## config.mk

```make
export PLATFORM = sky130hd
export DESIGN_NAME = ntfs_data_run_decoder
export DESIGN_NICKNAME = d
export VERILOG_FILES = /design/src/ndrd_pkg.sv /design/src/ndrd_front.sv /design/src/ndrd_fifo.sv /design/src/ndrd_back.sv /design/src/ntfs_data_run_decoder.sv
export SDC_FILE = /design/constraint.sdc
export NUM_CORES = 2
export LEC_CHECK = 0
export BUFFER_PORTS_ARGS = -buffer_cell sky130_fd_sc_hd__buf_2
export CAP_MARGIN = 15
export CELL_PAD_IN_SITES_DETAIL_PLACEMENT = 0
export CELL_PAD_IN_SITES_GLOBAL_PLACEMENT = 1
export CORE_MARGIN = 2
export CORE_UTILIZATION = 50
export CTS_BUF_LIST = sky130_fd_sc_hd__clkbuf_4
export CTS_CLUSTER_SIZE = 14
export DETAILED_ROUTE_END_ITERATION = 10
export GPL_TIMING_DRIVEN = 0
export PLACE_DENSITY_LB_ADDON = 0.3
export SLEW_MARGIN = 20
export SYNTH_ARGS = -nofsm -noshare
export SYNTH_HDL_FRONTEND = slang
export SYNTH_SLANG_ARGS = --single-unit
```

## constraint.sdc

```tcl
create_clock -name clk -period 20.2 [get_ports clk]
set_clock_uncertainty 0.15 [all_clocks]
set_input_delay 3.03 -clock clk [delete_from_list [all_inputs] [get_ports clk]]
set_output_delay 3.03 -clock clk [all_outputs]
set_load 0.03 [all_outputs]
```

## src/ndrd_pkg.sv

```systemverilog
`default_nettype none

package ndrd_pkg;

	// Field widths
	localparam int BYTE_W      = 8;
	localparam int SPC_W       = 8;
	localparam int VOL_BASE_W  = 32;
	localparam int SECTOR_W    = 48;
	localparam int COUNT_W     = 40;
	localparam int ADDR_W      = 48;
	localparam int CLUSTERS_W  = 32;
	localparam int LEN_W       = 4;
	localparam int STATUS_W    = 2;
	localparam int CFG_INDEX_W = 2;
	localparam int CFG_DATA_W  = 48;

	// Parameter defaults
	localparam int MAX_FIELD_BYTES_DEF = 8;
	localparam int QUEUE_DEPTH_DEF     = 4;

	// Register reset values
	localparam logic [SPC_W-1:0]      SPC_RESET      = 8'd8;
	localparam logic [VOL_BASE_W-1:0] VOL_BASE_RESET = 32'd0;
	localparam logic [ADDR_W-1:0]     DEST_RESET     = 48'h0000_0020_0000;

	// Register indexes
	localparam logic [CFG_INDEX_W-1:0] CFG_SPC      = 2'd0;
	localparam logic [CFG_INDEX_W-1:0] CFG_VOL_BASE = 2'd1;
	localparam logic [CFG_INDEX_W-1:0] CFG_DEST     = 2'd2;

	// Result status codes
	localparam logic [STATUS_W-1:0] ST_RUN       = 2'd0;
	localparam logic [STATUS_W-1:0] ST_END       = 2'd1;
	localparam logic [STATUS_W-1:0] ST_MALFORMED = 2'd2;

	typedef struct packed {
		logic [BYTE_W-1:0] run_byte;
		logic              list_start;
	} run_in_t;

	typedef struct packed {
		logic [STATUS_W-1:0] status;
		logic [SECTOR_W-1:0] start_sector;
		logic [COUNT_W-1:0]  sector_count;
		logic [ADDR_W-1:0]   dest_address;
	} run_out_t;

	// One classified item handed from the parser to the run unit
	typedef struct packed {
		logic [STATUS_W-1:0]   status;
		logic                  reload;
		logic [CLUSTERS_W-1:0] clusters;
		logic [SECTOR_W-1:0]   offset;
		logic [SECTOR_W-1:0]   base;
		logic [ADDR_W-1:0]     dest;
	} job_t;

endpackage

`default_nettype wire

```

## src/ndrd_front.sv

```systemverilog
`default_nettype none

module ndrd_front #(
	parameter int MAX_FIELD_BYTES = ndrd_pkg::MAX_FIELD_BYTES_DEF
) (
	input  wire logic                                 clk,
	input  wire logic                                 arst_n,
	input  wire logic                                 in_valid,
	output logic                                      in_stall,
	input  wire ndrd_pkg::run_in_t                    in_data,
	input  wire logic [ndrd_pkg::VOL_BASE_W-1:0]      vol_base,
	input  wire logic [ndrd_pkg::ADDR_W-1:0]          dest_base,
	output logic                                      push_valid,
	output ndrd_pkg::job_t                            push_job,
	input  wire logic                                 queue_full
);

	localparam logic [1:0] PH_HEADER = 2'd0;
	localparam logic [1:0] PH_COUNT  = 2'd1;
	localparam logic [1:0] PH_OFFSET = 2'd2;
	localparam logic [1:0] PH_IDLE   = 2'd3;

	localparam logic [ndrd_pkg::LEN_W-1:0] MAX_LEN = ndrd_pkg::LEN_W'(MAX_FIELD_BYTES);

	// Sign-extend an offset of len bytes into the sector width
	function automatic logic [ndrd_pkg::SECTOR_W-1:0] ext_offset(
		input logic [ndrd_pkg::SECTOR_W-1:0] acc,
		input logic [ndrd_pkg::LEN_W-1:0]    len
	);
		logic [ndrd_pkg::SECTOR_W-1:0] r;
		r = acc;
		case (len)
			4'd0: r = '0;
			4'd1: r = {{40{acc[7]}}, acc[7:0]};
			4'd2: r = {{32{acc[15]}}, acc[15:0]};
			4'd3: r = {{24{acc[23]}}, acc[23:0]};
			4'd4: r = {{16{acc[31]}}, acc[31:0]};
			4'd5: r = {{8{acc[39]}}, acc[39:0]};
			default: r = acc;
		endcase
		return r;
	endfunction

	logic [1:0]                              phase_q, phase_d;
	logic [ndrd_pkg::LEN_W-1:0]              cnt_len_q, cnt_len_d;
	logic [ndrd_pkg::LEN_W-1:0]              off_len_q, off_len_d;
	logic [ndrd_pkg::LEN_W-1:0]              idx_q, idx_d;
	logic [ndrd_pkg::CLUSTERS_W-1:0]         cnt_acc_q, cnt_acc_d;
	logic [ndrd_pkg::SECTOR_W-1:0]           off_acc_q, off_acc_d;
	logic                                    reload_q;
	logic [ndrd_pkg::SECTOR_W-1:0]           rl_base_q;
	logic [ndrd_pkg::ADDR_W-1:0]             rl_dest_q;

	logic                                    accept;
	logic [1:0]                              eff_phase;
	logic [ndrd_pkg::LEN_W-1:0]              eff_idx, idx_inc;
	logic [ndrd_pkg::LEN_W-1:0]              hdr_cl, hdr_ol;
	logic [ndrd_pkg::BYTE_W-1:0]             b;
	logic                                    emit;
	logic [ndrd_pkg::STATUS_W-1:0]           emit_status;

	assign in_stall = queue_full;
	assign accept   = in_valid && !queue_full;

	// Classify the byte and work out the next parser state
	always_comb begin
		b         = in_data.run_byte;
		eff_phase = in_data.list_start ? PH_HEADER : phase_q;
		eff_idx   = in_data.list_start ? '0 : idx_q;
		idx_inc   = eff_idx + 4'd1;
		hdr_cl    = b[3:0];
		hdr_ol    = b[7:4];

		phase_d     = eff_phase;
		cnt_len_d   = cnt_len_q;
		off_len_d   = off_len_q;
		idx_d       = eff_idx;
		cnt_acc_d   = cnt_acc_q;
		off_acc_d   = off_acc_q;
		emit        = 1'b0;
		emit_status = ndrd_pkg::ST_RUN;

		case (eff_phase)
			PH_HEADER: begin
				if (b == '0) begin
					emit        = 1'b1;
					emit_status = ndrd_pkg::ST_END;
					phase_d     = PH_IDLE;
				end else if (hdr_cl > MAX_LEN || hdr_ol > MAX_LEN) begin
					emit        = 1'b1;
					emit_status = ndrd_pkg::ST_MALFORMED;
					phase_d     = PH_IDLE;
				end else begin
					cnt_len_d = hdr_cl;
					off_len_d = hdr_ol;
					cnt_acc_d = '0;
					off_acc_d = '0;
					idx_d     = '0;
					phase_d   = (hdr_cl != '0) ? PH_COUNT : PH_OFFSET;
				end
			end
			PH_COUNT: begin
				// Only the low four count bytes are kept
				for (int k = 0; k < 4; k++) begin
					if (eff_idx == ndrd_pkg::LEN_W'(k))
						cnt_acc_d[8*k +: 8] = b;
				end
				idx_d = idx_inc;
				if (idx_inc >= cnt_len_q) begin
					idx_d = '0;
					if (off_len_q == '0) begin
						emit    = 1'b1;
						phase_d = PH_HEADER;
					end else begin
						phase_d = PH_OFFSET;
					end
				end
			end
			PH_OFFSET: begin
				// Bytes above the sector width cannot reach the result
				for (int k = 0; k < 6; k++) begin
					if (eff_idx[2:0] == 3'(k))
						off_acc_d[8*k +: 8] = b;
				end
				idx_d = idx_inc;
				if (idx_inc >= off_len_q) begin
					idx_d   = '0;
					emit    = 1'b1;
					phase_d = PH_HEADER;
				end
			end
			default: begin
				phase_d = PH_IDLE;
			end
		endcase
	end

	// Build the job for the run unit
	always_comb begin
		push_valid        = accept && emit;
		push_job.status   = emit_status;
		push_job.reload   = reload_q || in_data.list_start;
		push_job.clusters = cnt_acc_d;
		push_job.offset   = ext_offset(off_acc_d, off_len_q);
		push_job.base     = in_data.list_start
			? ndrd_pkg::SECTOR_W'(vol_base) : rl_base_q;
		push_job.dest     = in_data.list_start ? dest_base : rl_dest_q;
	end

	// Advance parser control on each accepted item
	always_ff @(posedge clk or negedge arst_n) begin
		if (!arst_n) begin
			phase_q   <= PH_HEADER;
			cnt_len_q <= '0;
			off_len_q <= '0;
			idx_q     <= '0;
			reload_q  <= 1'b0;
		end else if (accept) begin
			phase_q   <= phase_d;
			cnt_len_q <= cnt_len_d;
			off_len_q <= off_len_d;
			idx_q     <= idx_d;
			if (emit)
				reload_q <= 1'b0;
			else if (in_data.list_start)
				reload_q <= 1'b1;
		end
	end

	// Hold accumulators and the captured list bases
	always_ff @(posedge clk) begin
		if (accept) begin
			cnt_acc_q <= cnt_acc_d;
			off_acc_q <= off_acc_d;
			if (in_data.list_start) begin
				rl_base_q <= ndrd_pkg::SECTOR_W'(vol_base);
				rl_dest_q <= dest_base;
			end
		end
	end

endmodule

`default_nettype wire

```

## src/ndrd_fifo.sv

```systemverilog
`default_nettype none

module ndrd_fifo #(
	parameter int DEPTH = ndrd_pkg::QUEUE_DEPTH_DEF
) (
	input  wire logic           clk,
	input  wire logic           arst_n,
	input  wire logic           push_valid,
	input  wire ndrd_pkg::job_t push_job,
	output logic                full,
	output logic                pop_valid,
	output ndrd_pkg::job_t      pop_job,
	input  wire logic           pop
);

	localparam int PTR_W = (DEPTH > 1) ? $clog2(DEPTH) : 1;
	localparam int CNT_W = $clog2(DEPTH + 1);
	localparam logic [PTR_W-1:0] LAST = PTR_W'(DEPTH - 1);

	ndrd_pkg::job_t     slot_q [DEPTH];
	logic [PTR_W-1:0]   wr_ptr_q, rd_ptr_q;
	logic [CNT_W-1:0]   cnt_q;
	logic               do_push, do_pop;

	assign full      = (cnt_q == CNT_W'(DEPTH));
	assign pop_valid = (cnt_q != '0);
	assign pop_job   = slot_q[rd_ptr_q];
	assign do_push   = push_valid && !full;
	assign do_pop    = pop && pop_valid;

	// Advance pointers and fill level
	always_ff @(posedge clk or negedge arst_n) begin
		if (!arst_n) begin
			wr_ptr_q <= '0;
			rd_ptr_q <= '0;
			cnt_q    <= '0;
		end else begin
			if (do_push)
				wr_ptr_q <= (wr_ptr_q == LAST) ? '0 : wr_ptr_q + PTR_W'(1);
			if (do_pop)
				rd_ptr_q <= (rd_ptr_q == LAST) ? '0 : rd_ptr_q + PTR_W'(1);
			if (do_push && !do_pop)
				cnt_q <= cnt_q + CNT_W'(1);
			else if (do_pop && !do_push)
				cnt_q <= cnt_q - CNT_W'(1);
		end
	end

	// Store the pushed item
	always_ff @(posedge clk) begin
		if (do_push)
			slot_q[wr_ptr_q] <= push_job;
	end

endmodule

`default_nettype wire

```

## src/ndrd_back.sv

```systemverilog
`default_nettype none

module ndrd_back (
	input  wire logic                           clk,
	input  wire logic                           arst_n,
	input  wire logic [ndrd_pkg::SPC_W-1:0]     spc,
	input  wire logic                           job_valid,
	input  wire ndrd_pkg::job_t                 job,
	output logic                                job_pop,
	output logic                                out_valid,
	input  wire logic                           out_stall,
	output ndrd_pkg::run_out_t                  out_data
);

	logic                                   valid_s1;
	logic [ndrd_pkg::STATUS_W-1:0]          status_s1;
	logic                                   reload_s1;
	logic [ndrd_pkg::SECTOR_W-1:0]          base_s1;
	logic [ndrd_pkg::ADDR_W-1:0]            dest_s1;
	logic [ndrd_pkg::SECTOR_W-1:0]          off_prod_s1;
	logic [ndrd_pkg::COUNT_W-1:0]           cnt_prod_s1;

	logic                                   out_valid_q;
	ndrd_pkg::run_out_t                     out_q;
	logic [ndrd_pkg::SECTOR_W-1:0]          run_base_q;
	logic [ndrd_pkg::ADDR_W-1:0]            next_dest_q;

	logic                                   adv, load_s1;
	logic [ndrd_pkg::SECTOR_W-1:0]          cur_base, new_base;
	logic [ndrd_pkg::ADDR_W-1:0]            cur_dest, new_dest;

	assign adv       = !out_valid_q || !out_stall;
	assign load_s1   = !valid_s1 || adv;
	assign job_pop   = job_valid && load_s1;
	assign out_valid = out_valid_q;
	assign out_data  = out_q;

	// Stage 1: scale offset and cluster count by sectors per cluster
	always_ff @(posedge clk or negedge arst_n) begin
		if (!arst_n)
			valid_s1 <= 1'b0;
		else if (load_s1)
			valid_s1 <= job_valid;
	end

	always_ff @(posedge clk) begin
		if (job_pop) begin
			status_s1   <= job.status;
			reload_s1   <= job.reload;
			base_s1     <= job.base;
			dest_s1     <= job.dest;
			off_prod_s1 <= job.offset * ndrd_pkg::SECTOR_W'(spc);
			cnt_prod_s1 <= ndrd_pkg::COUNT_W'(job.clusters) * ndrd_pkg::COUNT_W'(spc);
		end
	end

	// Stage 2: add to the running bases
	always_comb begin
		cur_base = reload_s1 ? base_s1 : run_base_q;
		cur_dest = reload_s1 ? dest_s1 : next_dest_q;
		new_base = cur_base + off_prod_s1;
		new_dest = cur_dest + ndrd_pkg::ADDR_W'({cnt_prod_s1, 9'd0});
	end

	always_ff @(posedge clk or negedge arst_n) begin
		if (!arst_n) begin
			out_valid_q <= 1'b0;
			run_base_q  <= ndrd_pkg::SECTOR_W'(ndrd_pkg::VOL_BASE_RESET);
			next_dest_q <= ndrd_pkg::DEST_RESET;
		end else if (adv) begin
			out_valid_q <= valid_s1;
			if (valid_s1) begin
				if (status_s1 == ndrd_pkg::ST_RUN) begin
					run_base_q  <= new_base;
					next_dest_q <= new_dest;
				end else begin
					run_base_q  <= cur_base;
					next_dest_q <= cur_dest;
				end
			end
		end
	end

	// Hold the result until it is taken
	always_ff @(posedge clk) begin
		if (adv && valid_s1) begin
			out_q.status <= status_s1;
			if (status_s1 == ndrd_pkg::ST_RUN) begin
				out_q.start_sector <= new_base;
				out_q.sector_count <= cnt_prod_s1;
				out_q.dest_address <= cur_dest;
			end else begin
				out_q.start_sector <= '0;
				out_q.sector_count <= '0;
				out_q.dest_address <= '0;
			end
		end
	end

endmodule

`default_nettype wire

```

## src/ntfs_data_run_decoder.sv

```systemverilog
// Channel   Direction  Handshake               Carries
// in        in         in_valid / in_stall     run_in_t: run_byte, list_start
// out       out        out_valid / out_stall   run_out_t: status, sectors, address
// cfg       in         cfg_valid / cfg_ready   cfg_index, cfg_data
//
// One byte is taken per cycle; the parser stalls the input only when the job
// queue is full. A run, end or malformed result passes through the queue slot,
// the multiply stage and the output register before it is offered. Results
// sustain one per cycle while out_stall is low, through the single multiply and
// add stages of the run unit.
// Reset clears parser, queue and pipeline control and loads register defaults.
`default_nettype none

module ntfs_data_run_decoder #(
	parameter int MAX_FIELD_BYTES = ndrd_pkg::MAX_FIELD_BYTES_DEF,
	parameter int QUEUE_DEPTH     = ndrd_pkg::QUEUE_DEPTH_DEF
) (
	input  wire logic                                 clk,
	input  wire logic                                 arst_n,
	input  wire logic                                 in_valid,
	output logic                                      in_stall,
	input  wire ndrd_pkg::run_in_t                    in_data,
	output logic                                      out_valid,
	input  wire logic                                 out_stall,
	output ndrd_pkg::run_out_t                        out_data,
	input  wire logic                                 cfg_valid,
	output logic                                      cfg_ready,
	input  wire logic [ndrd_pkg::CFG_INDEX_W-1:0]     cfg_index,
	input  wire logic [ndrd_pkg::CFG_DATA_W-1:0]      cfg_data
);

	logic [ndrd_pkg::SPC_W-1:0]      spc_q;
	logic [ndrd_pkg::VOL_BASE_W-1:0] vol_base_q;
	logic [ndrd_pkg::ADDR_W-1:0]     dest_base_q;

	logic            push_valid, queue_full, job_valid, job_pop;
	ndrd_pkg::job_t  push_job, job;

	assign cfg_ready = 1'b1;

	// Configuration registers
	always_ff @(posedge clk or negedge arst_n) begin
		if (!arst_n) begin
			spc_q       <= ndrd_pkg::SPC_RESET;
			vol_base_q  <= ndrd_pkg::VOL_BASE_RESET;
			dest_base_q <= ndrd_pkg::DEST_RESET;
		end else if (cfg_valid && cfg_ready) begin
			case (cfg_index)
				ndrd_pkg::CFG_SPC:      spc_q       <= cfg_data[ndrd_pkg::SPC_W-1:0];
				ndrd_pkg::CFG_VOL_BASE: vol_base_q  <= cfg_data[ndrd_pkg::VOL_BASE_W-1:0];
				ndrd_pkg::CFG_DEST:     dest_base_q <= cfg_data[ndrd_pkg::ADDR_W-1:0];
				default: ;
			endcase
		end
	end

	ndrd_front #(
		.MAX_FIELD_BYTES(MAX_FIELD_BYTES)
	) u_front (
		.clk        (clk),
		.arst_n     (arst_n),
		.in_valid   (in_valid),
		.in_stall   (in_stall),
		.in_data    (in_data),
		.vol_base   (vol_base_q),
		.dest_base  (dest_base_q),
		.push_valid (push_valid),
		.push_job   (push_job),
		.queue_full (queue_full)
	);

	ndrd_fifo #(
		.DEPTH(QUEUE_DEPTH)
	) u_fifo (
		.clk        (clk),
		.arst_n     (arst_n),
		.push_valid (push_valid),
		.push_job   (push_job),
		.full       (queue_full),
		.pop_valid  (job_valid),
		.pop_job    (job),
		.pop        (job_pop)
	);

	ndrd_back u_back (
		.clk        (clk),
		.arst_n     (arst_n),
		.spc        (spc_q),
		.job_valid  (job_valid),
		.job        (job),
		.job_pop    (job_pop),
		.out_valid  (out_valid),
		.out_stall  (out_stall),
		.out_data   (out_data)
	);

endmodule

`default_nettype wire

```

==> impl_metrics.json <==
{
  "clock_tree_from_tritoncts": "built",
  "crit_type": "register to register",
  "detail_route.first_pass.iterations": 5,
  "postSynthNetCount": 6266,
  "crit_slowest_cell": "sky130_fd_sc_hd__buf_1",
  "mostFrequentLayoutCells": "sky130_fd_sc_hd__edfxtp_1 (1217), sky130_fd_sc_hd__clkbuf_4 (542), sky130_fd_sc_hd__and2_1 (499), sky130_fd_sc_hd__inv_1 (458), sky130_fd_sc_hd__fa_1 (435)",
  "max-slew-margin-rel": 0.1972,
  "status": "finished clean",
  "area_delta_synth_final_pct": 12.07,
  "cell_by_cell_listing_of_the_critical_path": "clkbuf_1 > clkbuf_1 > buf_1 > mux4_2 > and2_1 > fa_1 > fa_1 > fa_1 > inv_1 > fa_1 > inv_1 > ha_1 > a2111oi_0 > o21ai_1 > a41oi_1 > o21ai_1 > a21oi_1 > o21ai_1 > a211oi_2 > o21ai_1 > a221oi_1 > xnor2_1",
  "critical-path-max-stage-delay_ns": 0.88,
  "critPathTopFamily": "compound AO/OA/AOI/OAI gates",
  "postRouteWirelength_mm": 205.7,
  "synth_sequential_area_ratio": 0.5457,
  "yosysWarningCount": 0,
  "mostFrequentLayoutCell": "sky130_fd_sc_hd__edfxtp_1",
  "design.core.area_um2": 151900,
  "final_estimated_routing_congestion_in_global_placement": 0.9181,
  "fillerInstances": 12515,
  "reg2regPathDepth": 22,
  "min-delay-path-class": "register to register",
  "total_cts_buffers": 374,
  "grt_first_pass_wirelength_mm": 305.1,
  "cp_max_fo": 11,
  "postCtsHoldBufs": 0,
  "cp_num_buf_inv": 5,
  "grt_setup_unrepaired": "no",
  "count_of_nets_left_with_antenna_violations_after_detail_routing": 0,
  "min_path_cells": 1,
  "wire_per_inst_um": 24.28,
  "area_of_the_mapped_netlist_um2": 76510,
  "maxCapViolations": 0,
  "number_of_flops_mapped_to_enable_cells_by_yosys": 1217,
  "drive_gt1_frac": 0.2016,
  "gr-total-overflow": 0,
  "globalRouteTotalUtil": 0.2656,
  "endpoint_kind": "register",
  "cp-start-kind": "register",
  "ios": 205,
  "grt_antenna_before_repair": 21,
  "period_share": 0.4403,
  "initial_standard_cell_utilization_of_the_core": 0.5037,
  "clock-root-buffer": "sky130_fd_sc_hd__clkbuf_4",
  "cp_num_cells": 22,
  "clock_path_buffers": 4,
  "slew_viol_final": 0,
  "dr.first_iter.drc_count": 4063,
  "achievable-frequency_mhz": 112.4,
  "timing.critical_path.arrival_ns": 9.85,
  "cts_clk_pin_slew_worst_paths_ns": 0.07,
  "syn_area_per_cell_um2": 13.79,
  "synthArstFlopShare": 0.1460,
  "post_route_hold_slack_ns": 0.3111,
  "grt_pass1_vias": 48770,
  "synth-seq-cells": 1425,
  "post_cts_resized": 0,
  "vias_per_cell": 5.641,
  "num_rows": 143,
  "synth_top_flop_cell": "sky130_fd_sc_hd__edfxtp_1",
  "synth.lib_cells_used.distinct": 86,
  "required_ns": 21.16,
  "clock_latency_of_the_later_clocked_register_in_the_worst_skew_pair_ns": 1.37,
  "cts_h_tree_depth": 5,
  "numClockSinks": 1425,
  "finish.net_count": 6884,
  "report.final.setup_viol": 0,
  "io_buffers": 203,
  "report.final.hold_viol_count": 0,
  "layout_min_cycle_time_ns": 8.894,
  "slew_at_the_pin_with_the_worst_max_slew_slack_ns": 1.204,
  "maximum_number_of_pins_on_one_net_before_global_route_repair": 68,
  "syn-instance-count": 5547,
  "dp.final_hpwl_mm": 152.5,
  "remaining_drc_errors": 0,
  "die_h_um": 395.2,
  "post_cts_buffers": 0,
  "die-area_um2": 156200,
  "dieWidth_um": 395.2,
  "detailroute.via_count": 47787
}
==> path summary, 6_finish.rpt <==
kind,start,endpoint,slack (ns)
worst max-delay path,u_fifo.rd_ptr_q[1]$_DFFE_PN0P_,u_back.off_prod_s1[46]$_DFFE_PP_,11.31
worst min-delay path,u_back.dest_s1[0]$_DFFE_PP_,u_back.next_dest_q[0]$_DFFE_PN0P_,0.31
worst max register to register,u_fifo.rd_ptr_q[1]$_DFFE_PN0P_,u_back.off_prod_s1[46]$_DFFE_PP_,11.31
worst min register to register,u_back.dest_s1[0]$_DFFE_PP_,u_back.next_dest_q[0]$_DFFE_PN0P_,0.31
max in group asynchronous,arst_n,spc_q[3]$_DFFE_PN1P_,17.30
min in group asynchronous,arst_n,u_back.run_base_q[39]$_DFFE_PN0P_,1.36
==> per-stage QoR <==
stage	TNS, ns	cell area [um2]	worst slack (ns)	std cells	utilization
floorplan	0	76510	6.074	5547	-
global placement	-2241.14	80070	-3.269	7780	0.5271
detailed placement	0	81110	10.36	7819	0.5339
CTS	0	85710	11.35	8455	0.5642
global route	0	85740	10.94	8466	0.5644
finish	0	85750	11.31	8471	0.5645
==> registers in the layout, indices dropped and copies added, names as in the netlist, 40 cells and up <==
register / cells
u_front.rl_dest_q: 48
u_back.out_data: 138
u_front.rl_base_q: 48
u_back.base_s1: 48
u_front.off_acc_q: 48
u_fifo.slot_q: 716
u_back.dest_s1: 48
u_back.cnt_prod_s1: 40
u_back.off_prod_s1: 48
dest_base_q: 48
u_back.next_dest_q: 48
u_back.run_base_q: 48
==> cell type report <==
type | instances | area (um2) | share of cell area
multi-input combinational | 3429 | 32190 | 0.3754
timing repair buffer | 242 | 1984 | 0.02314
buffer | 234 | 918.4 | 0.01071
clock inverter | 96 | 546.8 | 0.006376
inverter | 459 | 1723 | 0.02009
tap | 2030 | 2540 | 0.02962
sequential | 1425 | 41750 | 0.4869
clock buffer | 540 | 4054 | 0.04727
antenna | 16 | 40.04 | 0.0004669
==> metal layers <==
metal / vias up / routed length [um] / global-route usage
met4: 6 / 7191 / 0.09930
met1: 24368 / 86210 / 0.3650
met2: 1806 / 95200 / 0.4094
met5: - / 41 / 0
li1: 21270 / - / -
met3: 337 / 17040 / 0.06830
==> cells by family (layout without fill, tap and decap cells) <==
group                    count (synthesis)  count (layout)  share of synthesized area
AO/OA/AOI/OAI                          811             811                    0.06873
flip-flops                            1425            1425                     0.5457
other                                    1              17                 0.00004901
multiplexers                           460             460                    0.09334
XOR/XNOR                               159             159                    0.01820
AND/OR/NAND/NOR                       1343            1343                    0.09000
adder cells (fa/ha/maj)                655             655                     0.1498
buffers and inverters                  693            1571                    0.03419
==> cell usage after synthesis, types with 179 or more instances <==
master                     number  area share
sky130_fd_sc_hd__mux4_2       179       0.053
sky130_fd_sc_hd__fa_1         435        0.11
sky130_fd_sc_hd__inv_1        458       0.022
sky130_fd_sc_hd__clkbuf_1     184      0.0090
sky130_fd_sc_hd__nand2_1      394       0.019
sky130_fd_sc_hd__and2_1       503       0.041
sky130_fd_sc_hd__edfxtp_1    1217        0.48
sky130_fd_sc_hd__nor2_1       214       0.010
sky130_fd_sc_hd__ha_1         220       0.036
sky130_fd_sc_hd__a21oi_1      205       0.013
sky130_fd_sc_hd__mux2_2       238       0.035
sky130_fd_sc_hd__dfrtp_1      205       0.067
==> worst reg2reg max path, stage by stage (launching register included) <==
cell and delay (ns):
sky130_fd_sc_hd__dfrtp_1 0.42, sky130_fd_sc_hd__clkbuf_1 0.49, sky130_fd_sc_hd__clkbuf_1 0.75, sky130_fd_sc_hd__buf_1 0.88, sky130_fd_sc_hd__mux4_2 0.58, sky130_fd_sc_hd__and2_1 0.25, sky130_fd_sc_hd__fa_1 0.55, sky130_fd_sc_hd__fa_1 0.44
sky130_fd_sc_hd__fa_1 0.49, sky130_fd_sc_hd__inv_1 0.05, sky130_fd_sc_hd__fa_1 0.48, sky130_fd_sc_hd__inv_1 0.04, sky130_fd_sc_hd__ha_1 0.33, sky130_fd_sc_hd__a2111oi_0 0.39, sky130_fd_sc_hd__o21ai_1 0.18, sky130_fd_sc_hd__a41oi_1 0.39
sky130_fd_sc_hd__o21ai_1 0.25, sky130_fd_sc_hd__a21oi_1 0.38, sky130_fd_sc_hd__o21ai_1 0.23, sky130_fd_sc_hd__a211oi_2 0.34, sky130_fd_sc_hd__o21ai_1 0.16, sky130_fd_sc_hd__a221oi_1 0.33, sky130_fd_sc_hd__xnor2_1 0.12
Power is left out: the tool's default activity adds up to more than one toggle a clock period on the data nets, which glitch-free logic cannot reach.
